File: src/rtl/tds_pkg.sv
`default_nettype none
package tds_pkg;

	localparam int READY_DEPTH_DEF = 16;

	localparam int CMD_W   = 2;
	localparam int TID_W   = 10;
	localparam int PID_W   = 10;
	localparam int PRIO_W  = 8;
	localparam int EV_W    = 3;
	localparam int COUNT_W = 5;
	localparam int STAMP_W = 16;
	localparam int QUANT_W = 16;
	localparam int ALG_W   = 2;

	localparam int CFG_IDX_W  = 2;
	localparam int CFG_DATA_W = 16;

	// One ready memory word: {stamp, priority, pid, tid}.
	localparam int ENTRY_W = STAMP_W + PRIO_W + PID_W + TID_W;

	localparam logic [CMD_W-1:0] CMD_ENQUEUE = 2'd0;
	localparam logic [CMD_W-1:0] CMD_CPU_AVAIL = 2'd1;
	localparam logic [CMD_W-1:0] CMD_TICK = 2'd2;
	localparam logic [CMD_W-1:0] CMD_RELEASE = 2'd3;

	localparam logic [EV_W-1:0] EV_NONE = 3'd0;
	localparam logic [EV_W-1:0] EV_DISPATCHED = 3'd1;
	localparam logic [EV_W-1:0] EV_QUANTUM_IRQ = 3'd2;
	localparam logic [EV_W-1:0] EV_READY_EMPTY = 3'd3;
	localparam logic [EV_W-1:0] EV_CPU_BUSY = 3'd4;
	localparam logic [EV_W-1:0] EV_READY_FULL = 3'd5;

	localparam logic [ALG_W-1:0] ALG_FIFO = 2'd0;
	localparam logic [ALG_W-1:0] ALG_PRIORITY = 2'd1;
	localparam logic [ALG_W-1:0] ALG_ROUND_ROBIN = 2'd2;
	localparam logic [ALG_W-1:0] ALG_INVALID = 2'd3;

	localparam logic [CFG_IDX_W-1:0] REG_ALGORITHM = 2'd0;
	localparam logic [CFG_IDX_W-1:0] REG_QUANTUM_MS = 2'd1;

	localparam logic [ALG_W-1:0]   ALG_RESET = ALG_FIFO;
	localparam logic [QUANT_W-1:0] QUANTUM_RESET = 16'd100;

	typedef struct packed {
		logic capture;
		logic do_simple;
		logic start_scan;
		logic enq_write;
		logic scan_rd;
		logic dispatch;
		logic load_out;
	} tds_cmd_t;

	typedef struct packed {
		logic need_find;
		logic need_scan;
		logic slot_free;
	} tds_status_t;

endpackage
`default_nettype wire

File: src/rtl/thread_dispatch_scheduler.sv
`default_nettype none
// Single-CPU thread scheduler with a ready store of READY_DEPTH entries held in one
// single-port-read memory. Every input transaction yields exactly one result transaction,
// and items are handled one at a time. Tick, release, an enqueue into a full store and
// any cpu-available item that does not dispatch go from the decide state straight to the
// result state. Any other enqueue walks the valid bits from slot 0 to the lowest free
// slot and writes the entry there; a dispatch reads every slot of the ready memory through
// its one read port, then passes the drain and dispatch states. A result that is not
// taken holds the block until the output register frees up. A new item is accepted while
// the previous result still waits in the output register. Configuration writes are taken
// at any time but must only be issued while the block is idle.
module thread_dispatch_scheduler
	import tds_pkg::*;
#(
	parameter int READY_DEPTH = READY_DEPTH_DEF
) (
	input  wire logic                  clk,
	input  wire logic                  arst_n,
	input  wire logic                  in_valid,
	output logic                       in_ready,
	input  wire logic [CMD_W-1:0]      command,
	input  wire logic [TID_W-1:0]      thread_id,
	input  wire logic [PID_W-1:0]      process_id,
	input  wire logic [PRIO_W-1:0]     priority_req,
	output logic                       out_valid,
	input  wire logic                  out_ready,
	output logic      [EV_W-1:0]       event_res,
	output logic      [TID_W-1:0]      out_thread_id,
	output logic      [PID_W-1:0]      out_process_id,
	output logic      [COUNT_W-1:0]    ready_count,
	input  wire logic                  cfg_valid,
	output logic                       cfg_ready,
	input  wire logic [CFG_IDX_W-1:0]  cfg_index,
	input  wire logic [CFG_DATA_W-1:0] cfg_data
);

	tds_cmd_t                         cmd;
	tds_status_t                      status;
	logic [$clog2(READY_DEPTH)-1:0]   idx;

	tds_ctrl #(
		.READY_DEPTH(READY_DEPTH)
	) u_ctrl (
		.clk      (clk),
		.arst_n   (arst_n),
		.in_valid (in_valid),
		.in_ready (in_ready),
		.out_valid(out_valid),
		.out_ready(out_ready),
		.status   (status),
		.cmd      (cmd),
		.idx      (idx)
	);

	tds_datapath #(
		.READY_DEPTH(READY_DEPTH)
	) u_datapath (
		.clk           (clk),
		.arst_n        (arst_n),
		.cmd           (cmd),
		.idx           (idx),
		.status        (status),
		.command       (command),
		.thread_id     (thread_id),
		.process_id    (process_id),
		.priority_req  (priority_req),
		.cfg_valid     (cfg_valid),
		.cfg_ready     (cfg_ready),
		.cfg_index     (cfg_index),
		.cfg_data      (cfg_data),
		.event_res     (event_res),
		.out_thread_id (out_thread_id),
		.out_process_id(out_process_id),
		.ready_count   (ready_count)
	);

endmodule
`default_nettype wire

File: src/rtl/tds_ram.sv
`default_nettype none
module tds_ram #(
	parameter int WIDTH = 8,
	parameter int DEPTH = 16
) (
	input  wire logic                     clk,
	input  wire logic                     we,
	input  wire logic [$clog2(DEPTH)-1:0] waddr,
	input  wire logic [WIDTH-1:0]         wdata,
	input  wire logic                     re,
	input  wire logic [$clog2(DEPTH)-1:0] raddr,
	output logic      [WIDTH-1:0]         rdata
);

	logic [WIDTH-1:0] mem_q [DEPTH];

	always_ff @(posedge clk) begin
		if (we) begin
			mem_q[waddr] <= wdata;
		end
		if (re) begin
			rdata <= mem_q[raddr];
		end
	end

endmodule
`default_nettype wire

File: src/rtl/tds_datapath.sv
`default_nettype none
module tds_datapath
	import tds_pkg::*;
#(
	parameter int READY_DEPTH = READY_DEPTH_DEF
) (
	input  wire logic                           clk,
	input  wire logic                           arst_n,
	input  wire tds_cmd_t                       cmd,
	input  wire logic [$clog2(READY_DEPTH)-1:0] idx,
	output tds_status_t                         status,
	input  wire logic [CMD_W-1:0]               command,
	input  wire logic [TID_W-1:0]               thread_id,
	input  wire logic [PID_W-1:0]               process_id,
	input  wire logic [PRIO_W-1:0]              priority_req,
	input  wire logic                           cfg_valid,
	output logic                                cfg_ready,
	input  wire logic [CFG_IDX_W-1:0]           cfg_index,
	input  wire logic [CFG_DATA_W-1:0]          cfg_data,
	output logic      [EV_W-1:0]                event_res,
	output logic      [TID_W-1:0]               out_thread_id,
	output logic      [PID_W-1:0]               out_process_id,
	output logic      [COUNT_W-1:0]             ready_count
);

	localparam int IDX_W = $clog2(READY_DEPTH);
	localparam int CNT_W = $clog2(READY_DEPTH + 1);

	// Captured input transaction.
	logic [CMD_W-1:0]  cmd_q;
	logic [TID_W-1:0]  tid_q;
	logic [PID_W-1:0]  pid_q;
	logic [PRIO_W-1:0] prio_q;

	logic [ALG_W-1:0]   algorithm_q;
	logic [QUANT_W-1:0] quantum_q;

	logic [READY_DEPTH-1:0] valid_q;
	logic [CNT_W-1:0]       count_q;
	logic [STAMP_W-1:0]     arrival_q;
	logic                   busy_q;
	logic [TID_W-1:0]       run_tid_q;
	logic [PID_W-1:0]       run_pid_q;
	logic [QUANT_W-1:0]     q_left_q;
	logic                   q_armed_q;

	logic [EV_W-1:0]  pend_ev_q;
	logic [TID_W-1:0] pend_tid_q;
	logic [PID_W-1:0] pend_pid_q;

	logic             rd_s1;
	logic [IDX_W-1:0] addr_s1;

	logic              best_found_q;
	logic [IDX_W-1:0]  best_idx_q;
	logic [PRIO_W-1:0] best_prio_q;
	logic [STAMP_W-1:0] best_age_q;
	logic [TID_W-1:0]  best_tid_q;
	logic [PID_W-1:0]  best_pid_q;

	logic [ENTRY_W-1:0] rd_data;
	logic [ENTRY_W-1:0] wr_data;

	logic [STAMP_W-1:0] rd_stamp;
	logic [PRIO_W-1:0]  rd_prio;
	logic [PID_W-1:0]   rd_pid;
	logic [TID_W-1:0]   rd_tid;
	logic [PRIO_W-1:0]  key_prio;
	logic [STAMP_W-1:0] rd_age;
	logic               better;
	logic               take;

	logic full;
	logic empty;
	logic [QUANT_W-1:0] q_dec;
	logic [EV_W-1:0]  simple_ev;
	logic [TID_W-1:0] simple_tid;
	logic [PID_W-1:0] simple_pid;
	logic [CNT_W+COUNT_W-1:0] count_ext;

	assign cfg_ready = 1'b1;

	assign full  = (count_q == CNT_W'(READY_DEPTH));
	assign empty = (count_q == '0);

	assign status.need_find = (cmd_q == CMD_ENQUEUE) && !full;
	assign status.need_scan = (cmd_q == CMD_CPU_AVAIL) && !empty &&
		(algorithm_q != ALG_INVALID) && !busy_q;
	assign status.slot_free = !valid_q[idx];

	assign wr_data = {arrival_q, prio_q, pid_q, tid_q};

	tds_ram #(
		.WIDTH(ENTRY_W),
		.DEPTH(READY_DEPTH)
	) u_ready_ram (
		.clk  (clk),
		.we   (cmd.enq_write),
		.waddr(idx),
		.wdata(wr_data),
		.re   (cmd.scan_rd),
		.raddr(idx),
		.rdata(rd_data)
	);

	assign {rd_stamp, rd_prio, rd_pid, rd_tid} = rd_data;
	assign key_prio = (algorithm_q == ALG_FIFO) ? '0 : rd_prio;
	assign rd_age   = arrival_q - rd_stamp;
	assign better   = !best_found_q || (key_prio < best_prio_q) ||
		((key_prio == best_prio_q) && (rd_age > best_age_q));
	assign take     = rd_s1 && valid_q[addr_s1] && better;

	assign q_dec = (q_left_q != '0) ? q_left_q - QUANT_W'(1) : q_left_q;

	// Results of the commands that finish without touching the ready memory.
	always_comb begin
		simple_ev  = EV_NONE;
		simple_tid = '0;
		simple_pid = '0;
		case (cmd_q)
			CMD_ENQUEUE: begin
				simple_ev = EV_READY_FULL;
			end
			CMD_CPU_AVAIL: begin
				if (empty) begin
					simple_ev = EV_READY_EMPTY;
				end else if (algorithm_q == ALG_INVALID) begin
					simple_ev = EV_CPU_BUSY;
				end else if (algorithm_q == ALG_PRIORITY) begin
					simple_ev = EV_CPU_BUSY;
				end
			end
			CMD_TICK: begin
				if (q_armed_q && (q_dec == '0) && busy_q) begin
					simple_ev  = EV_QUANTUM_IRQ;
					simple_tid = run_tid_q;
					simple_pid = run_pid_q;
				end
			end
			default: begin
				simple_ev = EV_NONE;
			end
		endcase
	end

	always_ff @(posedge clk) begin
		if (cmd.capture) begin
			cmd_q  <= command;
			tid_q  <= thread_id;
			pid_q  <= process_id;
			prio_q <= priority_req;
		end
		if (cmd.do_simple) begin
			pend_ev_q  <= simple_ev;
			pend_tid_q <= simple_tid;
			pend_pid_q <= simple_pid;
		end else if (cmd.enq_write) begin
			pend_ev_q  <= EV_NONE;
			pend_tid_q <= '0;
			pend_pid_q <= '0;
		end else if (cmd.dispatch) begin
			pend_ev_q  <= EV_DISPATCHED;
			pend_tid_q <= best_tid_q;
			pend_pid_q <= best_pid_q;
		end
		addr_s1 <= idx;
		if (take) begin
			best_idx_q  <= addr_s1;
			best_prio_q <= key_prio;
			best_age_q  <= rd_age;
			best_tid_q  <= rd_tid;
			best_pid_q  <= rd_pid;
		end
	end

	assign count_ext = (CNT_W + COUNT_W)'(count_q);

	always_ff @(posedge clk) begin
		if (cmd.load_out) begin
			event_res      <= pend_ev_q;
			out_thread_id  <= pend_tid_q;
			out_process_id <= pend_pid_q;
			ready_count    <= count_ext[COUNT_W-1:0];
		end
	end

	always_ff @(posedge clk or negedge arst_n) begin
		if (!arst_n) begin
			algorithm_q  <= ALG_RESET;
			quantum_q    <= QUANTUM_RESET;
			valid_q      <= '0;
			count_q      <= '0;
			arrival_q    <= '0;
			busy_q       <= 1'b0;
			run_tid_q    <= '0;
			run_pid_q    <= '0;
			q_left_q     <= '0;
			q_armed_q    <= 1'b0;
			rd_s1        <= 1'b0;
			best_found_q <= 1'b0;
		end else begin
			if (cfg_valid) begin
				if (cfg_index == REG_ALGORITHM) begin
					algorithm_q <= cfg_data[ALG_W-1:0];
				end else if (cfg_index == REG_QUANTUM_MS) begin
					quantum_q <= cfg_data[QUANT_W-1:0];
				end
			end
			rd_s1 <= cmd.scan_rd;
			if (cmd.start_scan) begin
				best_found_q <= 1'b0;
			end else if (take) begin
				best_found_q <= 1'b1;
			end
			if (cmd.enq_write) begin
				valid_q[idx] <= 1'b1;
				count_q      <= count_q + CNT_W'(1);
				arrival_q    <= arrival_q + STAMP_W'(1);
			end
			if (cmd.dispatch) begin
				valid_q[best_idx_q] <= 1'b0;
				count_q   <= count_q - CNT_W'(1);
				busy_q    <= 1'b1;
				run_tid_q <= best_tid_q;
				run_pid_q <= best_pid_q;
				if (algorithm_q == ALG_ROUND_ROBIN) begin
					q_left_q  <= (quantum_q == '0) ? QUANT_W'(1) : quantum_q;
					q_armed_q <= 1'b1;
				end else begin
					q_left_q  <= '0;
					q_armed_q <= 1'b0;
				end
			end
			if (cmd.do_simple) begin
				if (cmd_q == CMD_TICK) begin
					if (q_armed_q) begin
						q_left_q <= q_dec;
						if (q_dec == '0) begin
							q_armed_q <= 1'b0;
						end
					end
				end else if (cmd_q == CMD_RELEASE) begin
					busy_q    <= 1'b0;
					q_armed_q <= 1'b0;
					q_left_q  <= '0;
				end
			end
		end
	end

endmodule
`default_nettype wire

File: src/rtl/tds_ctrl.sv
`default_nettype none
module tds_ctrl
	import tds_pkg::*;
#(
	parameter int READY_DEPTH = READY_DEPTH_DEF
) (
	input  wire logic                           clk,
	input  wire logic                           arst_n,
	input  wire logic                           in_valid,
	output logic                                in_ready,
	output logic                                out_valid,
	input  wire logic                           out_ready,
	input  wire tds_status_t                    status,
	output tds_cmd_t                            cmd,
	output logic      [$clog2(READY_DEPTH)-1:0] idx
);

	localparam int IDX_W = $clog2(READY_DEPTH);

	typedef enum logic [6:0] {
		S_IDLE     = 7'b0000001,
		S_DECIDE   = 7'b0000010,
		S_FIND     = 7'b0000100,
		S_SCAN     = 7'b0001000,
		S_DRAIN    = 7'b0010000,
		S_DISPATCH = 7'b0100000,
		S_RESULT   = 7'b1000000
	} state_t;

	state_t           state_q, state_d;
	logic [IDX_W-1:0] cnt_q, cnt_d;
	logic             out_valid_q, out_valid_d;
	logic             last;
	logic             out_free;

	assign last      = (cnt_q == IDX_W'(READY_DEPTH - 1));
	assign out_free  = !out_valid_q || out_ready;
	assign in_ready  = (state_q == S_IDLE);
	assign out_valid = out_valid_q;
	assign idx       = cnt_q;

	always_comb begin
		state_d     = state_q;
		cnt_d       = cnt_q;
		out_valid_d = out_valid_q;
		cmd         = '0;
		if (out_valid_q && out_ready) begin
			out_valid_d = 1'b0;
		end
		unique case (state_q)
			S_IDLE: begin
				if (in_valid) begin
					cmd.capture = 1'b1;
					state_d     = S_DECIDE;
				end
			end
			S_DECIDE: begin
				cnt_d = '0;
				if (status.need_find) begin
					state_d = S_FIND;
				end else if (status.need_scan) begin
					cmd.start_scan = 1'b1;
					state_d        = S_SCAN;
				end else begin
					cmd.do_simple = 1'b1;
					state_d       = S_RESULT;
				end
			end
			S_FIND: begin
				// The store is known not to be full, so a free slot turns up.
				if (status.slot_free) begin
					cmd.enq_write = 1'b1;
					state_d       = S_RESULT;
				end else begin
					cnt_d = cnt_q + IDX_W'(1);
				end
			end
			S_SCAN: begin
				cmd.scan_rd = 1'b1;
				if (last) begin
					state_d = S_DRAIN;
				end else begin
					cnt_d = cnt_q + IDX_W'(1);
				end
			end
			S_DRAIN: begin
				state_d = S_DISPATCH;
			end
			S_DISPATCH: begin
				cmd.dispatch = 1'b1;
				state_d      = S_RESULT;
			end
			S_RESULT: begin
				if (out_free) begin
					cmd.load_out = 1'b1;
					out_valid_d  = 1'b1;
					state_d      = S_IDLE;
				end
			end
			default: begin
				state_d = S_IDLE;
			end
		endcase
	end

	always_ff @(posedge clk or negedge arst_n) begin
		if (!arst_n) begin
			state_q     <= S_IDLE;
			cnt_q       <= '0;
			out_valid_q <= 1'b0;
		end else begin
			state_q     <= state_d;
			cnt_q       <= cnt_d;
			out_valid_q <= out_valid_d;
		end
	end

endmodule
`default_nettype wire

File: config.mk
export PLATFORM = sky130hd
export DESIGN_NAME = thread_dispatch_scheduler
export DESIGN_NICKNAME = d
export VERILOG_FILES = /design/src/rtl/tds_pkg.sv /design/src/rtl/thread_dispatch_scheduler.sv /design/src/rtl/tds_ram.sv /design/src/rtl/tds_datapath.sv /design/src/rtl/tds_ctrl.sv
export SDC_FILE = /design/constraint.sdc
export NUM_CORES = 1
export LEC_CHECK = 0
export BUFFER_PORTS_ARGS = -buffer_cell sky130_fd_sc_hd__buf_2
export CAP_MARGIN = 0
export CORE_MARGIN = 4
export CORE_UTILIZATION = 45
export CTS_CLUSTER_DIAMETER = 120
export CTS_CLUSTER_SIZE = 8
export DETAILED_ROUTE_END_ITERATION = 10
export GPL_ROUTABILITY_DRIVEN = 1
export SLEW_MARGIN = 5
export SYNTH_ARGS = -nofsm -noshare
export SYNTH_HDL_FRONTEND = slang
export SYNTH_SLANG_ARGS = --single-unit
File: constraint.sdc
create_clock -name clk -period 8.9 [get_ports clk]
set_input_delay 0.89 -clock clk [delete_from_list [all_inputs] [get_ports clk]]
set_output_delay 0.89 -clock clk [all_outputs]
set_load 0.05 [all_outputs]
==> results of run 1 <==
==> cells in the final DEF (no fill, tap or decap), drive strengths merged, types with 20 or more instances in the layout <==
cell	count
mux2	22
xnor2	30
ha	49
dfrtp	103
mux4	229
o21ai	24
nor2	45
inv	54
nand2	93
a21oi	27
clkbuf	211
buf	115
edfxtp	877
a22o	20
==> power by group through the flow <==
stage	clock [mW]	combinational (mW)	sequential (mW)
after floorplan	0	0.889	5.49
after CTS	5.02	1.09	5.53
after detailed placement	0	1.09	5.61
after global placement	0	1.08	5.60
final	4.90	1.07	5.52
after global routing	5.25	1.16	5.55
==> layer usage <==
metal	global-route usage, %	routed length [microns]	part of all wire, %	up-vias
li1	-	-	-	8077
met1	26.07	35750	44	9781
met2	29.41	39730	48	559
met3	4.037	5020	6.1	115
met4	5.744	1607	2.0	0
met5	0	0	0	-
==> stage by stage <==
step / power (mW) / setup WS, ns
4_1_cts: 11.64 / 3.807
3_5_place_dp: 6.699 / 3.824
5_1_grt: 11.96 / 3.420
2_1_floorplan: 6.377 / 2.778
6_report: 11.49 / 3.852
3_3_place_gp: 6.681 / 3.889
==> kinds of logic (layout without fill, tap and decap cells) <==
| family | after synthesis | after routing | share of synthesized area [%] |
|---|---|---|---|
| flip-flops | 988 | 988 | 75.32 |
| AND/OR/NAND/NOR | 263 | 263 | 3.595 |
| multiplexers | 256 | 256 | 14.12 |
| AO/OA/AOI/OAI | 154 | 154 | 2.776 |
| buffers and inverters | 129 | 388 | 1.425 |
| adder cells (fa/ha/maj) | 51 | 51 | 1.691 |
| XOR/XNOR | 46 | 46 | 1.062 |
| other | 1 | 2 | 0.009707 |
==> final timing paths <==
kind,end,start,slack [ns],cells after the start
setup / recovery,u_datapath.best_pid_q[3],u_datapath.arrival_q[0],3.85,19
hold / removal,u_datapath.quantum_q[4],arst_n,0.25,1
setup reg to reg,u_datapath.best_pid_q[3],u_datapath.arrival_q[0],3.85,19
hold reg to reg,u_datapath.best_pid_q[4],u_datapath.u_ready_ram.rdata[14],0.41,0
max in group asynchronous,u_ctrl.idx[1],arst_n,7.26,2
min in group clk,u_datapath.tid_q[2],thread_id[2],0.36,1
==> Yosys cell counts (9+ instances only) <==
| master | n | area share [%] |
|---|---|---|
| buf_1 | 10 | 0.097 |
| a22o_1 | 20 | 0.45 |
| inv_1 | 51 | 0.50 |
| mux2_2 | 21 | 0.61 |
| a21oi_1 | 27 | 0.35 |
| nand2_1 | 93 | 0.90 |
| o21ai_0 | 23 | 0.30 |
| edfxtp_1 | 877 | 68 |
| xor2_1 | 15 | 0.34 |
| xnor2_1 | 30 | 0.68 |
| clkbuf_1 | 38 | 0.37 |
| mux4_2 | 229 | 13 |
| nand2b_1 | 9 | 0.15 |
| ha_1 | 49 | 1.6 |
| nand4_1 | 15 | 0.24 |
| a21o_1 | 11 | 0.21 |
| a22oi_1 | 14 | 0.27 |
| nor2b_1 | 12 | 0.19 |
| nor2_1 | 45 | 0.44 |
| o22a_1 | 13 | 0.29 |
| o22ai_1 | 12 | 0.19 |
| nand3_1 | 15 | 0.19 |
| buf_2 | 23 | 0.30 |
| dfrtp_1 | 103 | 6.7 |
==> final cells by class <==
type / instances / share of cell area (%)
Clock buffer: 211 / 8.775
Clock inverter: 10 / 0.4315
Tap cell: 1144 / 3.205
Multi-Input combinational cell: 771 / 20.45
Sequential cell: 988 / 65.19
Inverter: 52 / 0.4371
Antenna cell: 1 / 0.005604
Timing Repair Buffer: 115 / 1.507
==> flip-flops by register name, summed over array words and instances, names as in the netlist, 16 cells and up <==
signal and cells:
u_datapath.u_ready_ram.mem_q 704, u_datapath.u_ready_ram.rdata 44, u_datapath.arrival_q 16, u_datapath.best_age_q 16
u_datapath.q_left_q 16, u_datapath.quantum_q 16, u_datapath.valid_q 16
==> worst max-delay path, delay by kind of cell, from the launching register on <==
kind | cells | cell delay, ns
adders and majority gates | 3 | 0.86
AOI/OAI and AO/OA | 8 | 1.85
and+or+nand+nor | 4 | 0.47
DFF | 1 | 0.59
buffers and inverters | 3 | 0.76
xor gates and xnor gates | 1 | 0.12
==> metrics.txt, run 1 <==
CP Launch Type flip-flop; P_leak 15.24 nW; Critical Path RT 9.25 ns; critical path type reg -> reg; CTS sink cnt 988; crit-path max FO 36; hold buffer count at cts 0; sw power 2.587 mW; port buffer count 82; register area 29,110 sq um; count of final setup violators 0; Yosys reg bits 988; Final nets 2,173; dpl cell area 40,540 sq um; worst min path class in -> async; Most used DFF post-synth edfxtp_1; Hold WS 0.2458 ns; Max transition margin 19.87%; CP arrival 5.39 ns; status finished clean; Gate power share 9.3%; fin. max-slew vios 0; DIE AREA 90,600 sq um; first-pass GRT wire length 123,900 microns; peak supply drop 0.1895 mV; worst skew pair latency 0.71 ns; post-layout util 52.45%; H-tree levels 4; Tot GR Track Use 18.56%; via count 18.53k; Post-CTS Resized 0; final critical-path share of the clock period 56.72%; GR Overflow Total 0; total of max-cap violations 0; critical path's slowest cell dfrtp_1; critical path endpoint category flip-flop; antenna violations before repair 2; Fin. Hold Viols 0; fin cells 3,292; Area Overhead vs Synth 15.60%; share of layout cells above drive strength 1 26.27%; Clock Path Buffers 3; multi-input logic area 9131 sq um; drt drc 0; max incr delay on CP 0.59 ns; largest net degree at the start of global routing 105; die width 301 microns; fillers 6,702; global placement routability congestion 0.7888; CTS root buffer clkbuf_16; design area 44,660 sq um; 1st-pass router iterations 5; Post-Syn Area 38,630 sq um; Placed Cells incl. Taps 3,070; CP Cell Sequence inv_1 -> ha_1 -> inv_1 -> fa_1 -> a21o_1 -> a21o_1 -> a21oi_1 -> nor2_1 -> a211o_1 -> a21oi_1 -> xnor2_1 -> ha_1 -> nand4_1 -> nor2_1 -> nand2_1 -> a221oi_1 -> o21ai_0 -> a31oi_4 -> buf_4; I/O pins 84; YS warnings 0; Core Box Area 85,150 sq um; clock transition at the registers of the reported paths 0.05 ns; maximum clock rate 0.1981 GHz; num rows 107; Synth Net Count 1,992; synthesized instance count 1,888; Final min period 5.048 ns; syn avg cell area 20.46 sq um; Async S/R FF share, synth 10.83%; DR vias/cell 5.629; sequential area share after synthesis 75.32%; Setup TNS 0 ns; number of synthesized flops with an enable pin 877; Vert. Die Dim 301 microns; drt first-iter violations 1,820; RSZ-0062 raised after global routing no; Cell variety after synth 73; worst slew pin tran 1.199 ns; setup bufs post-CTS 0; sw frac 22.51%; drt wl/cell 24.94 microns; CTS tree yes; ANT nets after route 0; power per standard cell area 257.3 nW/um^2; Clock power frac 42.7%; vias in the first global route 19.27k; Pint 8.905 mW; Sequential Power Share 48.1%; Routed WL 82,110 microns; number of buffers created by CTS 141; Max Clock Skew 0.02013 ns; Final HPWL DP 45,520 microns; initial core utilization 45.37%
Note: power is estimated with default switching activity, not from simulation.
==> inputs of run 2 (changes only) <==
==> constraint.sdc (replaced) <==
create_clock -name clk -period 4.76 [get_ports clk]
set_input_delay 0.476 -clock clk [delete_from_list [all_inputs] [get_ports clk]]
set_output_delay 0.476 -clock clk [all_outputs]
set_load 0.05 [all_outputs]
==> metrics.txt, run 2 (synthesis gave the netlist of run 1 again) <==
worst slew pin tran 1.033 ns (-0.1661 ns); Placed Cells incl. Taps 3,088 (+0.59%); most frequent cells in the layout edfxtp_1 (877), mux4_2 (229), clkbuf_16 (145); Tot GR Track Use 18.95% (+0.40 points); Max Clock Skew 0.02260 ns (+0.002468 ns); worst skew pair latency 0.71 ns (about the same); most flop-heavy register u_datapath.u_ready_ram.mem_q; Clock Path Buffers 3 (unchanged); final critical-path share of the clock period 92.11% (+35 points); vias in the first global route 19.71k (+2.3%); Final nets 2,239 (+3.0%); dpl cell area 40,870 sq um (+0.80%); ANT nets after route 0 (unchanged); number of buffers created by CTS 141 (unchanged); critical path's slowest cell fa_1; leading cell type in the layout, fill and taps excluded edfxtp_1; num rows 107 (unchanged); drt wl/cell 25.14 microns (+0.79%); I/O pins 84 (unchanged); Antenna diodes 0 (-1); P_leak 15.46 nW (+1.5%); port buffer count 82 (unchanged); largest net degree at the start of global routing 113 (+7.6%); H-tree levels 4 (unchanged); drt drc 0 (unchanged); crit-path max FO 24 (-33%); Final HPWL DP 45,600 microns (+0.17%); maximum clock rate 0.2281 GHz (+15%); share of layout cells above drive strength 1 26.39% (+0.12 points); global placement routability congestion 0.8057 (+2.1%); Vert. Die Dim 301 microns (unchanged); RSZ-0062 raised after global routing no; CP Cell Sequence inv_1 -> ha_1 -> inv_1 -> fa_1 -> a21o_1 -> a21o_1 -> a21oi_1 -> nor2_1 -> a211o_1 -> a21oi_1 -> xnor2_1 -> ha_1 -> nand4_1 -> nor2_1 -> nand2_1 -> a221oi_1 -> o21ai_0 -> a31oi_4 -> buf_4; critical path endpoint category flip-flop; Critical Path RT 5.13 ns (-4.12 ns); DIE AREA 90,600 sq um (unchanged); Hold WS 0.1895 ns (-0.05634 ns); initial core utilization 45.37% (unchanged); CP Launch Type flip-flop; count of final setup violators 0 (unchanged); R2R Path End u_datapath.best_age_q[13]; CP arrival 4.76 ns (-0.63 ns); Routed WL 84,110 microns (+2.4%); FF-to-FF path depth 19 (unchanged); Area Overhead vs Synth 17.47%; CTS tree yes; DR vias/cell 5.608 (-0.38%); Core Box Area 85,150 sq um (unchanged); 1st-pass router iterations 6 (+1); clock transition at the registers of the reported paths 0.05 ns (about the same); design area 45,380 sq um (+1.6%); antenna violations before repair 2 (unchanged); CTS sink cnt 988 (unchanged); reg-to-reg setup timing slack 0.38 ns (-3.48 ns); first-pass GRT wire length 126,500 microns (+2.1%); Max transition margin 31.13% (+11 points); status finished clean; fin. max-slew vios 0 (unchanged); Largest regs u_datapath.u_ready_ram.mem_q x704, u_datapath.u_ready_ram.rdata x44; critical path type reg -> reg; CP Launch Point u_datapath.arrival_q[0]; via count 18.77k (+1.3%); Final min period 4.384 ns (-0.6642 ns); Fin. Hold Viols 0 (unchanged); CTS root buffer clkbuf_16; drt first-iter violations 1,454 (-20%); total of max-cap violations 0 (unchanged); die width 301 microns (unchanged); Worst R2R Start u_datapath.arrival_q[0]; max incr delay on CP 0.41 ns (-0.18 ns); GR Overflow Total 0 (unchanged); fin cells 3,346 (+1.6%); power per standard cell area 472.3 nW/um^2 (+84%); peak supply drop 0.3718 mV (+96%); worst min path class in -> reg; CP Capture Point u_datapath.best_age_q[13]; Post-CTS Resized 0 (unchanged); Setup TNS 0 ns (unchanged); max FFs per register 704 (unchanged)
==> run 2: cell count changes in the layout (fill, tap and decap cells not counted) <==
cell and change:
buf_4 +3, buf_12 +15, diode_2 -1, clkbuf_1 -10, dlygate4sd3_1 +48, clkbuf_16 -2
inv_6 +1
==> run 2: timing repair <==
| action | CTS | global route |
|---|---|---|
| setup buffers | 0 | 0 |
| hold buffers | 48 | 0 |
| endpoints found under the hold margin | 111 | 0 |
==> run 2: routing by layer <==
layer  global-route usage, %  wire length (microns)  vias up
met5                       0                      0        -
met4                   5.516                   1623        0
met3                   3.511                   4903      118
met2                   31.33                  41770      596
met1                   26.02                  35810     9856
li1                        -                      -     8195
==> run 2: area by class of cell <==
type	instances	area, sq um
fill	6601	39770
sequential	988	29110
multi-input combinational	771	9131
clock buffer	199	3831
timing repair buffer	181	1476
tap	1144	1431
clock inverter	11	201.4
inverter	52	195.2
==> run 2: power breakdown <==
group | switching (mW) | internal [mW]
clock network | 3.48 | 5.58
registers | 0.320 | 9.89
logic | 1.04 | 1.11
==> run 2: metrics by stage <==
stage / utilization (%) / setup slack, ns / power (mW)
5_1_grt: 53.30 / 0.04341 / 22.28
3_3_place_gp: 48.00 / 0.4985 / 12.51
6_report: 53.30 / 0.3757 / 21.43
4_1_cts: 53.30 / 0.4096 / 21.72
3_5_place_dp: 48.00 / 0.4617 / 12.54
2_1_floorplan: - / 0.1851 / 11.92
==> run 2: worst max-delay path: cells and delay by family (launching register included) <==
family	cells	cell delay (ns)
AOI/OAI and AO/OA	8	1.72
xor gates and xnor gates	1	0.12
and+or+nand+nor	4	0.47
DFF	1	0.37
buffers and inverters	3	0.51
adders and majority gates	3	0.86
==> run 2: worst min path at each step <==
stage | from | end | cells after the start | slack, ns
2_1_floorplan | arst_n | u_ctrl.idx[0] | 0 | 0.18
3_3_place_gp | u_datapath.pend_pid_q[7] | u_datapath.out_process_id[7] | 0 | 0.40
3_5_place_dp | u_datapath.pend_ev_q[2] | u_datapath.event_res[2] | 0 | 0.41
4_1_cts | out_ready | u_ctrl.out_valid | 3 | 0.12
5_1_grt | out_ready | u_ctrl.out_valid | 3 | 0.16
6_report | cfg_index[1] | u_datapath.algorithm_q[0] | 3 | 0.19
==> inputs of run 3 (changes only) <==
--- a/config.mk
+++ b/config.mk
@@ -8,7 +8,7 @@
 export BUFFER_PORTS_ARGS = -buffer_cell sky130_fd_sc_hd__buf_2
 export CAP_MARGIN = 0
 export CORE_MARGIN = 4
-export CORE_UTILIZATION = 45
+export CORE_UTILIZATION = 35
 export CTS_CLUSTER_DIAMETER = 120
 export CTS_CLUSTER_SIZE = 8
 export DETAILED_ROUTE_END_ITERATION = 10
==> metrics.txt, run 3 (synthesis gave the netlist of run 1 again) <==
Final nets 2,241 (+0.089%); global placement routability congestion 0.8077 (+0.25%); multi-input logic area 9131 sq um (unchanged); DIE AREA 115,800 sq um (+28%); worst skew pair latency 0.73 ns (+0.02 ns); critical path's slowest cell fa_1; port buffer count 82 (unchanged); Max transition margin 36.82% (+5.7 points); max incr delay on CP 0.41 ns (about the same); peak supply drop 0.3348 mV (-10%); Placed Cells incl. Taps 3,422 (+11%); drt wl/cell 23.50 microns (-6.5%); Fin. Hold Viols 0 (unchanged); via count 19.06k (+1.6%); most flop-heavy register u_datapath.u_ready_ram.mem_q; reg-to-reg setup timing slack 0.45 ns (+0.07 ns); worst slew pin tran 0.9477 ns (-0.08525 ns); register area 29,110 sq um (unchanged); most frequent cells in the layout edfxtp_1 (877), mux4_2 (229), clkbuf_16 (144); Final min period 4.310 ns (-0.07464 ns); clock transition at the registers of the reported paths 0.05 ns (about the same); share of layout cells above drive strength 1 26.65% (+0.27 points); fin. max-slew vios 0 (unchanged); status finished clean; CTS sink cnt 988 (unchanged); largest net degree at the start of global routing 96 (-15%); CP arrival 4.70 ns (-0.06 ns); CTS root buffer clkbuf_16; first-pass GRT wire length 129,300 microns (+2.2%); number of buffers created by CTS 141 (unchanged); Antenna diodes 0 (unchanged); WP buf/inv 3 (unchanged); Tot GR Track Use 14.93% (-4.0 points); hold buffer count at cts 48 (unchanged); maximum clock rate 0.2320 GHz (+1.7%); antenna violations before repair 1 (-1); max FFs per register 704 (unchanged); Routed WL 86,170 microns (+2.5%); GR Overflow Total 0 (unchanged); crit-path leading delay family compound AO/OA/AOI/OAI gates; P_leak 15.48 nW (+0.12%); Setup TNS 0 ns (unchanged); final critical-path share of the clock period 90.54% (-1.6 points); fillers 9,405 (+42%); initial core utilization 35.39% (-10 points); leading cell type in the layout, fill and taps excluded edfxtp_1; count of final setup violators 0 (unchanged); ANT nets after route 0 (unchanged); drt first-iter violations 1,881 (+29%); 1st-pass router iterations 5 (-1); num rows 121 (+13%); setup bufs post-CTS 0 (unchanged); fin cells 3,667 (+9.6%); DR vias/cell 5.198 (-7.3%); crit-path max FO 48 (+100%); Post-CTS Resized 0 (unchanged); Max Clock Skew 0.03598 ns (+0.01338 ns); Clock Path Buffers 3 (unchanged); CP Launch Type flip-flop; Core Box Area 109,200 sq um (+28%); Vert. Die Dim 340.2 microns (+13%); power per standard cell area 468.5 nW/um^2 (-0.80%); Largest regs u_datapath.u_ready_ram.mem_q x704, u_datapath.u_ready_ram.rdata x44; die width 340.2 microns (+13%); drt drc 0 (unchanged); critical path type reg -> reg; worst min path class in -> reg; Area Overhead vs Synth 18.60%; CP Cell Sequence inv_1 -> ha_1 -> inv_1 -> fa_1 -> a21o_1 -> a21o_1 -> a21oi_1 -> nor2_1 -> a211o_1 -> a21oi_1 -> xnor2_1 -> ha_1 -> nand4_1 -> nor2_1 -> nand2_1 -> a221oi_1 -> o21ai_0 -> a31oi_4 -> buf_12; critical path endpoint category flip-flop; total of max-cap violations 0 (unchanged); CTS tree yes; H-tree levels 4 (unchanged); Critical Path RT 5.15 ns (+0.02 ns); vias in the first global route 19.92k (+1.0%); RSZ-0062 raised after global routing no; Final HPWL DP 46,240 microns (+1.4%); I/O pins 84 (unchanged)
==> run 3: area by class of cell <==
class	count	area share (%)
multi-input cells	771	19.93
clock buffers	184	8.192
flip-flops and latches	988	63.54
inverters	52	0.4260
repair buffers	183	3.255
clock inverters	13	0.6281
well taps	1476	4.031
==> run 3: worst reg2reg max path: stages, from the launching register on <==
cell and delay, ns:
dfrtp_1 0.37, inv_1 0.09, ha_1 0.15, inv_1 0.06, fa_1 0.41, a21o_1 0.19, a21o_1 0.20, a21oi_1 0.16
nor2_1 0.11, a211o_1 0.28, a21oi_1 0.18, xnor2_1 0.11, ha_1 0.30, nand4_1 0.11, nor2_1 0.16, nand2_1 0.10
a221oi_1 0.22, o21ai_0 0.21, a31oi_4 0.24, buf_12 0.30
==> run 3: power breakdown <==
| part | switching, mW | total, mW | internal [mW] |
|---|---|---|---|
| Clock | 3.58 | 9.13 | 5.55 |
| Combinational | 0.942 | 2.05 | 1.10 |
| Sequential | 0.399 | 10.3 | 9.89 |
| Total | 4.92 | 21.5 | 16.5 |
==> run 3: routing by layer <==
layer	routed length, microns	GRT usage (%)	vias up	share of wire [%]
met4	1544	4.355	0	1.8
met3	5816	2.930	116	6.7
li1	-	-	8190	-
met1	37820	21.10	10090	44
met5	0	0	-	0
met2	41000	23.64	665	48
==> run 3: metrics by stage <==
stage	instance area, sq um	hold slack, ns	setup slack, ns	utilization, %	total power, mW
finish	45820	0.1419	0.4504	41.98	21.47
CTS	45820	0.09399	0.4492	41.98	21.76
global route	45820	0.1432	0.1169	41.98	22.33
global placement	41300	0.4027	0.5126	37.83	12.45
floorplan	38650	0.1804	0.1851	-	11.92
detailed placement	41300	0.4045	0.4478	37.83	12.51
==> run 3: final timing paths <==
path	from	depth (start not counted)	to
hold / removal	out_ready	3	u_ctrl.out_valid
setup / recovery	u_datapath.arrival_q[0]	19	u_datapath.best_pid_q[0]
max in group asynchronous	arst_n	3	u_ctrl.idx[1]
setup reg to reg	u_datapath.arrival_q[0]	19	u_datapath.best_pid_q[0]
hold reg to reg	u_datapath.pend_tid_q[1]	0	u_datapath.out_thread_id[1]
min in group asynchronous	arst_n	2	u_datapath.quantum_q[4]
